$ cat src/rtl/pdt_pkg.sv
// Shared types, character codes and helpers for the pack directive tokenizer.
`default_nettype none

package pdt_pkg;

    localparam int BYTE_W      = 8;
    localparam int ENDIAN_W    = 2;
    localparam int TOK_COUNT_W = 31;

    // Output queue: one item may produce two tokens.
    localparam int FIFO_DEPTH = 4;
    localparam int PTR_W      = $clog2(FIFO_DEPTH);
    localparam int FCNT_W     = $clog2(FIFO_DEPTH + 1);

    localparam logic [ENDIAN_W-1:0] END_NONE   = 2'd0;
    localparam logic [ENDIAN_W-1:0] END_BIG    = 2'd1;
    localparam logic [ENDIAN_W-1:0] END_LITTLE = 2'd2;

    localparam logic [BYTE_W-1:0] CH_NUL   = 8'h00;
    localparam logic [BYTE_W-1:0] CH_TAB   = 8'h09;
    localparam logic [BYTE_W-1:0] CH_NL    = 8'h0A;
    localparam logic [BYTE_W-1:0] CH_CR    = 8'h0D;
    localparam logic [BYTE_W-1:0] CH_SPACE = 8'h20;
    localparam logic [BYTE_W-1:0] CH_BANG  = 8'h21;
    localparam logic [BYTE_W-1:0] CH_HASH  = 8'h23;
    localparam logic [BYTE_W-1:0] CH_STAR  = 8'h2A;
    localparam logic [BYTE_W-1:0] CH_ZERO  = 8'h30;
    localparam logic [BYTE_W-1:0] CH_NINE  = 8'h39;
    localparam logic [BYTE_W-1:0] CH_LT    = 8'h3C;
    localparam logic [BYTE_W-1:0] CH_GT    = 8'h3E;
    localparam logic [BYTE_W-1:0] CH_UNDER = 8'h5F;

    typedef enum logic [2:0] {
        PH_IDLE = 3'd0,
        PH_DIR  = 3'd1,
        PH_END1 = 3'd2,
        PH_NAT  = 3'd3,
        PH_END2 = 3'd4,
        PH_DIG  = 3'd5
    } phase_t;

    typedef struct packed {
        logic [BYTE_W-1:0]      directive;
        logic [ENDIAN_W-1:0]    endian;
        logic                   native;
        logic                   has_count;
        logic [TOK_COUNT_W-1:0] count;
        logic                   star;
        logic                   error;
        logic [BYTE_W-1:0]      error_mod;
        logic                   last;
    } token_t;

    function automatic logic is_skip(input logic [BYTE_W-1:0] c);
        return (c == CH_NUL) || (c == CH_SPACE) || ((c >= CH_TAB) && (c <= CH_CR));
    endfunction

    // Directives that accept endianness and native-size modifiers.
    function automatic logic is_sized(input logic [BYTE_W-1:0] d);
        logic r;
        case (d)
            "s", "S", "i", "I", "l", "L", "q", "Q", "j", "J": r = 1'b1;
            default: r = 1'b0;
        endcase
        return r;
    endfunction

endpackage

`default_nettype wire

$ cat src/rtl/pack_directive_tokenizer_top.sv
// Pack format tokenizer: one format byte per item in, directive tokens out, up to two per byte.
// Each byte is held in the input register and parsed once the token queue has room; its
// tokens are written to the queue, whose head drives the outputs.
// Throughput: one byte per cycle; the four-entry token queue stalls the input only when
// it lacks room for two tokens, so a drained output sustains a byte every cycle.
// Reset clears the parser phase, comment flag, pending token and the queue pointers.
`default_nettype none

module pack_directive_tokenizer_top #(
    parameter int COUNT_BITS = 31
) (
    input  wire logic                           clk,
    input  wire logic                           rst_n,
    input  wire logic                           in_valid,
    output logic                                in_stall,
    input  wire logic [pdt_pkg::BYTE_W-1:0]     in_byte,
    input  wire logic                           in_last,
    output logic                                out_valid,
    input  wire logic                           out_stall,
    output logic [pdt_pkg::BYTE_W-1:0]          tok_directive,
    output logic [pdt_pkg::ENDIAN_W-1:0]        tok_endian,
    output logic                                tok_native,
    output logic                                tok_has_count,
    output logic [pdt_pkg::TOK_COUNT_W-1:0]     tok_count,
    output logic                                tok_star,
    output logic                                tok_error,
    output logic [pdt_pkg::BYTE_W-1:0]          tok_error_mod,
    output logic                                out_last
);
    import pdt_pkg::*;

    localparam int WIDE_W = COUNT_BITS + 4;

    // Input register.
    logic              in_valid_reg;
    logic [BYTE_W-1:0] byte_reg;
    logic              last_reg;

    // Parser state.
    phase_t                phase_reg, phase_next, mid_phase;
    logic                  comment_reg, comment_next;
    logic [BYTE_W-1:0]     dir_reg, dir_next;
    logic [ENDIAN_W-1:0]   endian_reg, endian_next;
    logic                  native_reg, native_next;
    logic                  has_count_reg, has_count_next;
    logic [COUNT_BITS-1:0] count_reg, count_next;
    logic                  error_reg, error_next;
    logic [BYTE_W-1:0]     error_mod_reg, error_mod_next;

    // Token queue.
    token_t             fifo_reg [FIFO_DEPTH];
    logic [PTR_W-1:0]   wr_ptr_reg, rd_ptr_reg;
    logic [FCNT_W-1:0]  fcnt_reg;

    logic proc_fire, pop, room;
    logic parse, is_end, is_nat, is_digit;
    logic act_start, act_end1, act_end2, act_nat, act_dig, act_star, act_break;
    logic [WIDE_W-1:0] count_wide;
    logic [3:0]        digit;
    logic              emit_a, emit_b;
    token_t            tok_a, tok_b, wr0, wr1;
    logic [1:0]        n_wr;
    token_t            head;

    assign room      = fcnt_reg <= FCNT_W'(FIFO_DEPTH - 2);
    assign proc_fire = in_valid_reg && room;
    assign in_stall  = in_valid_reg && !room;
    assign pop       = out_valid && !out_stall;

    always_ff @(posedge clk or negedge rst_n)
    begin
        if (!rst_n)
        begin
            in_valid_reg <= 1'b0;
        end
        else if (in_valid && !in_stall)
        begin
            in_valid_reg <= 1'b1;
        end
        else if (proc_fire)
        begin
            in_valid_reg <= 1'b0;
        end
    end

    always_ff @(posedge clk)
    begin
        if (in_valid && !in_stall)
        begin
            byte_reg <= in_byte;
            last_reg <= in_last;
        end
    end

    // Byte classification.
    assign is_end   = (byte_reg == CH_GT) || (byte_reg == CH_LT);
    assign is_nat   = (byte_reg == CH_UNDER) || (byte_reg == CH_BANG);
    assign is_digit = (byte_reg >= CH_ZERO) && (byte_reg <= CH_NINE);
    assign digit    = byte_reg[3:0];

    assign parse     = proc_fire && !comment_reg && (byte_reg != CH_HASH) && !is_skip(byte_reg);
    assign act_start = parse && (phase_reg == PH_IDLE);
    assign act_end1  = parse && (phase_reg == PH_DIR) && is_end;
    assign act_nat   = parse && (phase_reg == PH_DIR || phase_reg == PH_END1) && is_nat;
    assign act_end2  = parse && (phase_reg == PH_END1 || phase_reg == PH_NAT) && is_end;
    assign act_dig   = parse && (phase_reg != PH_IDLE) && is_digit;
    assign act_star  = parse && (phase_reg != PH_IDLE) && (byte_reg == CH_STAR);
    assign act_break = parse && (phase_reg != PH_IDLE)
                       && !(act_end1 || act_nat || act_end2 || act_dig || act_star);

    // count * 10 + digit; any bit above the count width means saturation.
    assign count_wide = (WIDE_W'(count_reg) << 3) + (WIDE_W'(count_reg) << 1) + WIDE_W'(digit);

    // Next state of the parser.
    always_comb
    begin
        mid_phase      = phase_reg;
        comment_next   = comment_reg;
        dir_next       = dir_reg;
        endian_next    = endian_reg;
        native_next    = native_reg;
        has_count_next = has_count_reg;
        count_next     = count_reg;
        error_next     = error_reg;
        error_mod_next = error_mod_reg;

        if (proc_fire)
        begin
            if (comment_reg)
            begin
                if (byte_reg == CH_NL)
                begin
                    comment_next = 1'b0;
                end
            end
            else if (byte_reg == CH_HASH)
            begin
                comment_next = 1'b1;
            end
        end

        if (act_start || act_break)
        begin
            mid_phase      = PH_DIR;
            dir_next       = byte_reg;
            endian_next    = END_NONE;
            native_next    = 1'b0;
            has_count_next = 1'b0;
            count_next     = '0;
            error_next     = 1'b0;
            error_mod_next = '0;
        end

        if ((act_end1 || act_end2 || act_nat) && !is_sized(dir_reg))
        begin
            error_next     = 1'b1;
            error_mod_next = byte_reg;
        end

        if (act_end1 || act_end2)
        begin
            endian_next = (byte_reg == CH_GT) ? END_BIG : END_LITTLE;
            mid_phase   = act_end1 ? PH_END1 : PH_END2;
        end

        if (act_nat)
        begin
            native_next = 1'b1;
            mid_phase   = PH_NAT;
        end

        if (act_dig)
        begin
            mid_phase = PH_DIG;
            if (phase_reg != PH_DIG)
            begin
                has_count_next = 1'b1;
                count_next     = COUNT_BITS'(digit);
            end
            else if (|count_wide[WIDE_W-1:COUNT_BITS])
            begin
                count_next = '1;
            end
            else
            begin
                count_next = count_wide[COUNT_BITS-1:0];
            end
        end

        if (act_star)
        begin
            mid_phase = PH_IDLE;
        end

        // The end of the string closes any open comment.
        if (proc_fire && last_reg)
        begin
            comment_next = 1'b0;
        end
    end

    assign phase_next = (proc_fire && last_reg) ? PH_IDLE : mid_phase;

    // Tokens: one ended by the byte, one closed by the end of the string.
    always_comb
    begin
        emit_a = act_star || act_break;
        emit_b = proc_fire && last_reg && (mid_phase != PH_IDLE);

        tok_a.directive = dir_reg;
        tok_a.endian    = endian_reg;
        tok_a.native    = native_reg;
        tok_a.has_count = has_count_reg;
        tok_a.count     = TOK_COUNT_W'(count_reg);
        tok_a.star      = act_star;
        tok_a.error     = error_reg;
        tok_a.error_mod = error_mod_reg;
        tok_a.last      = !emit_b;

        tok_b.directive = dir_next;
        tok_b.endian    = endian_next;
        tok_b.native    = native_next;
        tok_b.has_count = has_count_next;
        tok_b.count     = TOK_COUNT_W'(count_next);
        tok_b.star      = 1'b0;
        tok_b.error     = error_next;
        tok_b.error_mod = error_mod_next;
        tok_b.last      = 1'b1;

        wr0  = emit_a ? tok_a : tok_b;
        wr1  = tok_b;
        n_wr = {1'b0, emit_a} + {1'b0, emit_b};
    end

    always_ff @(posedge clk or negedge rst_n)
    begin
        if (!rst_n)
        begin
            phase_reg     <= PH_IDLE;
            comment_reg   <= 1'b0;
            dir_reg       <= '0;
            endian_reg    <= END_NONE;
            native_reg    <= 1'b0;
            has_count_reg <= 1'b0;
            count_reg     <= '0;
            error_reg     <= 1'b0;
            error_mod_reg <= '0;
        end
        else
        begin
            phase_reg     <= phase_next;
            comment_reg   <= comment_next;
            dir_reg       <= dir_next;
            endian_reg    <= endian_next;
            native_reg    <= native_next;
            has_count_reg <= has_count_next;
            count_reg     <= count_next;
            error_reg     <= error_next;
            error_mod_reg <= error_mod_next;
        end
    end

    always_ff @(posedge clk)
    begin
        if (n_wr != 2'd0)
        begin
            fifo_reg[wr_ptr_reg] <= wr0;
        end
        if (n_wr == 2'd2)
        begin
            fifo_reg[wr_ptr_reg + PTR_W'(1)] <= wr1;
        end
    end

    always_ff @(posedge clk or negedge rst_n)
    begin
        if (!rst_n)
        begin
            wr_ptr_reg <= '0;
            rd_ptr_reg <= '0;
            fcnt_reg   <= '0;
        end
        else
        begin
            wr_ptr_reg <= wr_ptr_reg + PTR_W'(n_wr);
            rd_ptr_reg <= rd_ptr_reg + PTR_W'(pop);
            fcnt_reg   <= fcnt_reg + FCNT_W'(n_wr) - FCNT_W'(pop);
        end
    end

    assign out_valid     = fcnt_reg != '0;
    assign head          = fifo_reg[rd_ptr_reg];
    assign tok_directive = head.directive;
    assign tok_endian    = head.endian;
    assign tok_native    = head.native;
    assign tok_has_count = head.has_count;
    assign tok_count     = head.count;
    assign tok_star      = head.star;
    assign tok_error     = head.error;
    assign tok_error_mod = head.error_mod;
    assign out_last      = head.last;

`ifndef SYNTHESIS
    a_fifo_bound: assert property (@(posedge clk) disable iff (!rst_n)
        fcnt_reg <= FCNT_W'(FIFO_DEPTH))
        else $error("token queue overfilled");

    a_room_on_write: assert property (@(posedge clk) disable iff (!rst_n)
        (n_wr != 2'd0) |-> (fcnt_reg <= FCNT_W'(FIFO_DEPTH - 2)))
        else $error("tokens written without room");

    a_end_of_string: assert property (@(posedge clk) disable iff (!rst_n)
        (proc_fire && last_reg) |=> (phase_reg == PH_IDLE && !comment_reg))
        else $error("parser not idle after end of string");

    a_held_byte: assert property (@(posedge clk) disable iff (!rst_n)
        (in_valid_reg && !proc_fire) |=> (in_valid_reg && $stable(byte_reg)))
        else $error("held input byte lost");

    a_single_emit_last: assert property (@(posedge clk) disable iff (!rst_n)
        (n_wr == 2'd1) |-> (wr0.last || !last_reg) && (wr0.last || emit_a))
        else $error("last flag missing on end of string token");
`endif

endmodule

`default_nettype wire

$ cat config.mk
export PLATFORM = sky130hd
export DESIGN_NAME = pack_directive_tokenizer_top
export DESIGN_NICKNAME = d
export VERILOG_FILES = /design/src/rtl/pdt_pkg.sv /design/src/rtl/pack_directive_tokenizer_top.sv
export SDC_FILE = /design/constraint.sdc
export NUM_CORES = 1
export LEC_CHECK = 0
export ABC_CLOCK_PERIOD_IN_PS = 6200
export BUFFER_PORTS_ARGS = -buffer_cell sky130_fd_sc_hd__buf_2
export CAP_MARGIN = 20
export CORE_MARGIN = 2
export CORE_UTILIZATION = 42
export CTS_CLUSTER_SIZE = 10
export DETAILED_ROUTE_END_ITERATION = 12
export HOLD_SLACK_MARGIN = 0.02
export PLACE_DENSITY = 0.66
export RECOVER_POWER = 100
export SLEW_MARGIN = 40
export SYNTH_ARGS = -nofsm -noshare
export SYNTH_HDL_FRONTEND = slang
export SYNTH_SLANG_ARGS = --single-unit
$ cat constraint.sdc
create_clock -name clk -period 6.2 [get_ports clk]
set_input_delay 0.93 -clock clk [delete_from_list [all_inputs] [get_ports clk]]
set_output_delay 0.93 -clock clk [all_outputs]
set_load 0.01 [all_outputs]
# Yosys cells after proc, flatten, opt, wreduce, memory -nomap -nowiden
# Memories as Yosys holds them, arrays and structs flattened.
# Index checks and enable logic that the tools add are counted.
# op_classes
addsub	8
magnitude_cmp	5
n_eq_ne	24
mux	37
n_reduce_logical	55
# ops
operator	count
$mux W31	4
$eq A8 B7 Y1 const B	11
$mux W54	1
$eq A8 B6 Y1 const B	6
$add A34 B32 Y35	1
$add A35 B4 Y35	1
$mux W8	3
$logic_and A1 B1 Y1	23
$mux W3	7
$mux W1	19
$logic_or A1 B1 Y1	14
$reduce_or A10 Y1	1
$reduce_bool A3 Y1	3
$eq A8 B4 Y1 const B	1
$ge A8 B4 Y1 const B	1
$ge A8 B6 Y1 const B	1
$le A8 B4 Y1 const B	1
$le A8 B6 Y1 const B	1
$logic_not A1 Y1	8
$logic_not A8 Y1	1
$ne A8 B6 Y1 const B	1
$eq A3 B2 Y1 const B	2
$mux W2	3
$reduce_bool A2 Y1	3
other kinds (12)	12
# word_totals
ff_bits	73
ram_bits	216
out_inout_bits	56
elab_cells	145
mem_count	1
# memory_table
name	depth	word_bits	read_ports	rd_clocked_by_memory_dff	write_ports	line_no	rtl
fifo_reg	4	54	1	0	2	pack_directive_tokenizer_top.sv:51	token_t fifo_reg [FIFO_DEPTH];

# Depth between registers and ports, before layout
# Gate-level depths: netlist of the first run.
# logic_depth
ltp_word	25
depth_mapped	20
ltp_nobuf	17

# Worst setup path before layout of the first run
# OpenSTA, ideal clock, no wires.
# synth_timing
kind	reg2reg
from	register byte_reg[1]
to	memory fifo_reg[2][41] (netlist bit) (data pin)
setup_time_ns	0.153
arrival_time_ns	4.147
setup_slack_ns	1.900
path_stages_with_launch	20
n_path_buf	4
period_less_slack_ns	4.300
cell_sequence	edfxtp_1 buf_2 inv_1 nor4_2 nor3_2 nand2_1 buf_4 nor2_1 buf_4 nor2_1 nor2_1 o211a_1 ha_1 inv_1 nor3b_1 nor2_1 inv_1 nand2_1 clkbuf_1 o21ai_0
# synth_lines
element	line_no	rtl
start: declaration	pack_directive_tokenizer_top.sv:36	logic [BYTE_W-1:0] byte_reg;
start signal: assignment	pack_directive_tokenizer_top.sv:90	byte_reg <= in_byte;
end: declaration	pack_directive_tokenizer_top.sv:51	

==> results of run 1 <==
[metrics by stage]
stage | util (%) | cells | hold WS, ps | cell area (um2) | setup slack [ps]
6_report | 47.23 | 1905 | 460.4 | 17330 | 861.5
5_1_grt | 47.23 | 1905 | 483.4 | 17330 | 461.3
4_1_cts | 47.75 | 1905 | 454.6 | 17520 | 1363
3_5_place_dp | 44.89 | 1842 | 447.7 | 16470 | 1389
3_3_place_gp | 44.82 | 1842 | 443.7 | 16450 | 1585
2_1_floorplan | - | 1354 | 428.7 | 15670 | 1900
[per-layer routing]
metal,vias to the layer above,share of wire [%],GRT usage [%]
li1,5219,-,-
met1,5631,42,28.99
met2,396,49,38.86
met3,101,5.7,3.193
met4,0,3.2,7.324
met5,-,0,0
[area by class of cell]
type | count | area (um2) | share of cell area [%]
clock buffers | 61 | 1016 | 5.862
clock inverters | 2 | 35.03 | 0.2021
inverters | 31 | 116.4 | 0.6713
multi-input cells | 960 | 6858 | 39.57
flip-flops and latches | 289 | 8282 | 47.78
well taps | 468 | 585.6 | 3.378
repair buffers | 94 | 440.4 | 2.541
[path summary, 6_finish.rpt]
check                           slack (ps)                      endpoint  depth (start not counted)
worst min-delay path                   460  fifo_reg[3][10]$_SDFFE_PP0P_                          2
worst max-delay path                   860     fifo_reg[2][14]$_DFFE_PP_                         12
worst min register to register         460  fifo_reg[3][10]$_SDFFE_PP0P_                          2
max in group asynchronous             5130       rd_ptr_reg[1]$_DFF_PN0_                          2
worst max register to register         860     fifo_reg[2][14]$_DFFE_PP_                         12
min in group asynchronous              540          dir_reg[4]$_DFF_PN0_                          2
[tightest hold or removal path, cell delays in order, from the launching register on]
cell	delay (ps)
dfxtp_1	310
nand2_1	50
a21oi_1	50
[power by group]
part           switching [mW]  total, mW  leakage (nW)  internal (mW)
registers               0.291       2.72          2.96           2.43
logic                    1.12       1.82          3.07          0.699
clock network           0.784       1.93         0.502           1.15
total                    2.19       6.47          6.53           4.28
[cells by family (layout without fill, tap and decap cells)]
logic type	after synthesis	after routing	synth area share [%]
compound gates	388	388	16.40
xor+xnor	35	35	1.957
fa+ha+maj	72	72	5.894
buf+inv	105	188	2.971
flops	289	289	52.84
mux	63	63	8.338
simple gates	402	402	11.60
[layout by cell type (no fill, tap or decap), types with 5 or more instances in the layout]
cell	instances
and2_1	5
xnor2_1	21
clkbuf_16	37
a22oi_1	6
a21o_1	26
buf_4	14
o21ai_1	14
a211oi_1	5
and3_1	9
a221o_1	15
nand4_1	8
inv_1	26
or3_1	5
a22o_1	50
o211ai_1	5
and2_0	8
ha_1	69
edfxtp_1	217
dfxtp_1	8
nand2_2	5
a21oi_1	42
xor2_1	14
nand2_1	215
nor2b_1	6
o21ai_0	168
nand3b_1	5
buf_2	7
nor3_1	18
nand2b_1	12
dfrtp_1	63
clkbuf_1	91
mux4_2	54
nand3_1	8
o22ai_1	5
o21a_1	9
mux2i_1	9
nor2_1	80
==> results list, run 1 <==
- Status: complete, but fails checks
- Violations in the final reports: capacitance limit, slew limit
* Root Buffer: clkbuf_16
* Detailed Route Iter0 Violations: 960
- Broken down by cell family, the worst path's largest delay share belongs to compound AO/OA/AOI/OAI gates.
- In this run the cell area of the synthesized design comes to 15670 um2.
- DIE AREA: 38860 um2
- Post-Route Setup TNS: 0 ps
* Clock latency at the later pin of the worst-skew pair: 530 ps
- Startpoint type of the worst setup path: flip-flop
* First-pass GRT wire length: 66890 um
* Layout cell share with drive strength beyond 1: 9.812%
- Counting instances in the post-synthesis netlist gives the leading cell types as nand2_1, edfxtp_1, o21ai_0.
* Post-CTS setup buffer count: 0
- Yosys attributes the largest share of cell area to edfxtp_1, dfrtp_1, mux4_2, ha_1, nand2_1.
- After layout, the design draws a total of 6.472 mW.
- Diode count: 0
- For this design the top-level I/O count stands at 69.
- Ratio of total power to cell area: 373.4 nW/um2
- Counting flops with a built-in enable in the synthesized netlist gives 217.
- After detailed routing, the average wire length per cell comes to 22.44 um.
- Data required time at the worst endpoint: 6410 ps
- The cell count after synthesis came out at 1354.
- The worst hold path begins at fifo_reg[3][10]$_SDFFE_PP0P_.
- For this block, the via count after detailed routing is 11.35k.
- After detailed routing, the number of vias per cell comes to 5.956.
* Final net count: 1496
* Asr flop ratio synth: 22.15%
- Setup violations remaining at the end of the flow were counted as 0.
- Maximum frequency from static timing analysis: 187.3 MHz
- Total of warnings raised by yosys: 0
- Final min period: 5338 ps
- After clock tree synthesis, the clock-pin slew on the worst setup and hold paths is 60 ps.
- Data arrives at the worst endpoint at 5550 ps.
- Critical path capture point type: flip-flop
- Final worst clock skew: 29.84 ps
- In this run the worst path has a maximum fanout of 19.
- Crit-path slowest cell: o311ai_0
- The final critical path takes up 86.10% of the cycle.
- Number of buffers created by CTS: 35
* Placeable core area: 36700 um2
- The count of final max-slew check failures is 32.
- Yosys mapped the design onto 78 distinct sky130hd cell types.
* Most frequent cell after synthesis: nand2_1
- Sequence of cells on the critical path: fa_1 -> fa_1 -> a211oi_1 -> o21a_1 -> nand3b_1 -> and3_1 -> o21ai_0 -> a21oi_1 -> o211ai_1 -> clkbuf_1 -> o311ai_0 -> o21ai_0
* Layout area overhead: 10.64%
* Primary FF master, synth: edfxtp_1
- The largest single stage delay on the critical path is 1060 ps.
- The startpoint identified for the worst register-to-register timing path is byte_reg[3]$_DFFE_PP_.
* Setup repair after global routing missed its margin: false
* Routability congestion estimate: 0.9012
* Post-detailed-route DRC marker count: 0
- Die height: 197.1 um
- Combined global-route utilization of all metal layers: 22.41%
- Number of synthesized register bits: 289
- For this design, the sink count on the clock tree is 289.
* Number of antenna violations at the first check in global routing: 0
- CTS tree: yes
- In this run the remaining antenna-violating nets after routing total 0.
- The H-tree was split into 2 levels.
* Clock Path Buffers: 3
* Timing startpoint of the critical path: byte_reg[3]$_DFFE_PP_
- For this run the aggregate overflow at the end of global routing stands at 0.
- Entering global routing, the biggest net connects 65 pins.
- The initial utilization of the core area, before any placement, comes to 42.69%.
- Across the run, the number of max-cap violations was 1.
* Synth Net Count: 1439
- The register with the most flip-flops in the layout has 216 of them.
* Share of synthesized area occupied by flip-flops and latches: 52.84%
* Area leader, netlist: edfxtp_1
- Rel. slew slack: -33.23%
- The top cell type by area accounts for 41.59% of the synthesized area.
- Hold repair after CTS inserted 0 buffers.
- Number of gates given a new drive strength after cts: 0
* First-pass iteration count of the detailed router: 6
- The analysis attributes to cell leakage a power of 6.533 nW.
- After floorplanning, the core was divided into 70 placement rows.
- For the pin with the worst max-slew slack, the measured transition is 1998 ps.
- Crit path buffers/inverters: 1
- The final count of hold timing violations is 0.
- Total Wirelength: 42750 um
- Synth Area per Inst: 11.57 um2
* Number of global-route vias before repair: 11.58k
* Count of buffers from port buffering: 68
- Type of the worst setup path: flip-flop to flip-flop
* Classification of the worst-slack hold path: flip-flop to flip-flop
* Number of fill cells in the layout: 3362
* Max rail drop VDD: 209.6 uV
* Die Span X: 197.1 um
- After legalization and detailed placement, the total HPWL measured 27650 um.
(Power assumes the default switching activity.)
==> run 2, diff against run 1 <==
MAX_ROUTING_LAYER = met4   (was default)
==> results list, run 2 (same netlist as run 1, synthesis figures left out) <==
- Status: complete, but fails checks
* Violations in the final reports: capacitance limit, slew limit
- Dividing total power by cell area gives a power density of 372.4 nW/um2.
* R2R setup slack: 840 ps
- The register with the most flip-flops in the layout has 216 of them.
* Maximum frequency from static timing analysis: 186.4 MHz
- After clock tree synthesis, the clock-pin slew on the worst setup and hold paths is 60 ps.
- Clock latency at the later pin of the worst-skew pair: 520 ps
* Number of violations of the max-capacitance limit: 2
* Count of buffers from port buffering: 68
- The worst path uses 86.52% of the clock period.
- Placeable core area: 36700 um2
- Ratio of routed vias to standard cells: 5.934
- The critical path is of the flip-flop to flip-flop type.
* Detailed Route Iter0 Violations: 967
- After detailed routing, the average wire length per cell comes to 22.08 um.
- Most frequent cells in the layout: edfxtp_1, nand2_1, o21ai_0
* DIE AREA: 38860 um2
- Max rail drop VDD: 230.2 uV
- Combined global-route utilization of all metal layers: 22.71%
- Number of gates given a new drive strength after cts: 0
* Post-Route Setup TNS: 0 ps
- Startpoint of the lowest-slack hold path: fifo_reg[3][10]$_SDFFE_PP0P_
* Startpoint type of the worst setup path: flip-flop
- After detailed routing, the number of remaining DRC violations is 0.
- The first global-routing pass estimated 65910 um of wire.
* Pin slew with the least headroom to its limit: 3970 ps
- Final net count: 1497
* Final setup violation count: 0
- The worst pin sits at a relative slew slack of -164.7%.
* Largest net degree at the start of global routing: 65
* Number of hold violations in the final report: 0
- The finished cells cover 17390 um2.
- Static leakage power: 6.551 nW
* Classification of the worst-slack hold path: flip-flop to flip-flop
- Layout area overhead: 10.98%
- The tree is rooted in a clkbuf_16.
- Post-CTS setup buffer count: 0
- The H-tree generated during clock tree synthesis spans 2 levels.
- For this run the aggregate overflow at the end of global routing stands at 0.
- For the worst setup path, the data required time is 6410 ps.
- Routability-driven placement finished with a final weighted congestion of 0.9258.
* Final worst clock skew: 11.77 ps
- The worst setup path is captured at a flip-flop.
- At the worst endpoint, the arrival time is 5580 ps.
- Die Span X: 197.1 um
* RR Startpoint: byte_reg[3]$_DFFE_PP_
- 69 I/O pins were placed.
* Maximum net fanout on the critical path: 19
- The initial antenna violation count is 0.
* CTS tree: yes
* DP Wirelength: 27510 um
* Worst flop-to-flop path endpoint: fifo_reg[0][12]$_DFFE_PP_
- Worst hold path endpoint: fifo_reg[3][10]$_SDFFE_PP0P_
- Detailed routing inserted a total of 11.30k vias.
- Number of routed nets with antenna violations: 0
- First-pass iteration count of the detailed router: 5
* Commonest non-fill, non-tap cell in the layout: edfxtp_1
- Worst slack after detailed placement: 1449 ps
* Count of hold-fix buffers inserted at cts: 0
- Number of cells on the worst hold path: 2
- Setup slack closes at 835.7 ps.
* Number of sinks handled by clock tree synthesis: 289
* Die height: 197.1 um
- The worst register-to-register path has a depth of 12.
- Of the cells placed in the final design, the portion with a size suffix greater than 1 is 9.958%.
- Number of global-route vias before repair: 11.41k
- The number of antenna diodes in the final layout is 0.
* Number of buffers created by CTS: 35
* Number of pins exceeding their max-slew limit in the final report: 96
- After detailed placement, the total cell area comes to 16550 um2.
- Final min period: 5364 ps
- Setup repair after global routing left no endpoint under its margin.
* Clock Path Buffers: 3
- Initial Util: 42.69%
- In this run the core area contains 70 standard-cell rows.
- Total Wirelength: 42050 um
[run 2: cell types whose count changed in the layout (fill, tap and decap cells not counted), sizes merged]
cell    delta
buf        -2
clkbuf     +1
[run 2: final cells by class]
| type | instances | area, um2 |
|---|---|---|
| fill | 3372 | 19310 |
| sequential | 289 | 8282 |
| multi-input combinational | 960 | 6874 |
| clock buffer | 59 | 1018 |
| tap | 468 | 585.6 |
| timing repair buffer | 95 | 475.5 |
| inverter | 31 | 116.4 |
| clock inverter | 2 | 35.03 |
[run 2: worst max-delay path, stage by stage (launching register included)]
cell,delay (ps)
edfxtp_1,550
fa_1,590
fa_1,500
a211oi_1,290
o21a_1,250
nand3b_1,170
and3_1,310
o21ai_0,320
a21oi_1,240
o211ai_1,110
clkbuf_1,460
o311ai_0,960
o21ai_0,260
[run 2: where the power goes]
part	switching [mW]	total, mW	internal (mW)
clock	0.772	1.93	1.15
combinational	1.12	1.84	0.712
sequential	0.283	2.71	2.43
[run 2: worst max path at each step]
stage	from	to	slack, ps	cells past startpoint
2_1_floorplan	byte_reg[1]$_DFFE_PP_	fifo_reg[2][41]$_DFFE_PP_	1900	19
3_3_place_gp	byte_reg[4]$_DFFE_PP_	fifo_reg[0][34]$_DFFE_PP_	1580	16
3_5_place_dp	byte_reg[4]$_DFFE_PP_	fifo_reg[0][24]$_DFFE_PP_	1450	16
4_1_cts	byte_reg[4]$_DFFE_PP_	fifo_reg[0][38]$_DFFE_PP_	1400	16
5_1_grt	byte_reg[1]$_DFFE_PP_	fifo_reg[3][31]$_DFFE_PP_	570	15
6_report	byte_reg[3]$_DFFE_PP_	fifo_reg[0][12]$_DFFE_PP_	840	12
[run 2: layer usage]
layer	routed length, um	track usage (%)	vias up
met1	17930	29.04	5623
met2	20740	38.03	364
met3	2174	3.022	85
met5	0	-	-
li1	-	-	5226
met4	1211	6.544	0
[run 2: per-stage QoR]
step	hold slack [ps]	power, mW	instances	util, %
finish	454.5	6.475	1904	47.38
global route	475.9	6.787	1904	47.38
CTS	454.2	6.610	1904	47.96
detailed placement	446.4	4.683	1843	45.09
global placement	443.9	4.635	1841	44.87
floorplan	428.7	3.921	1354	-
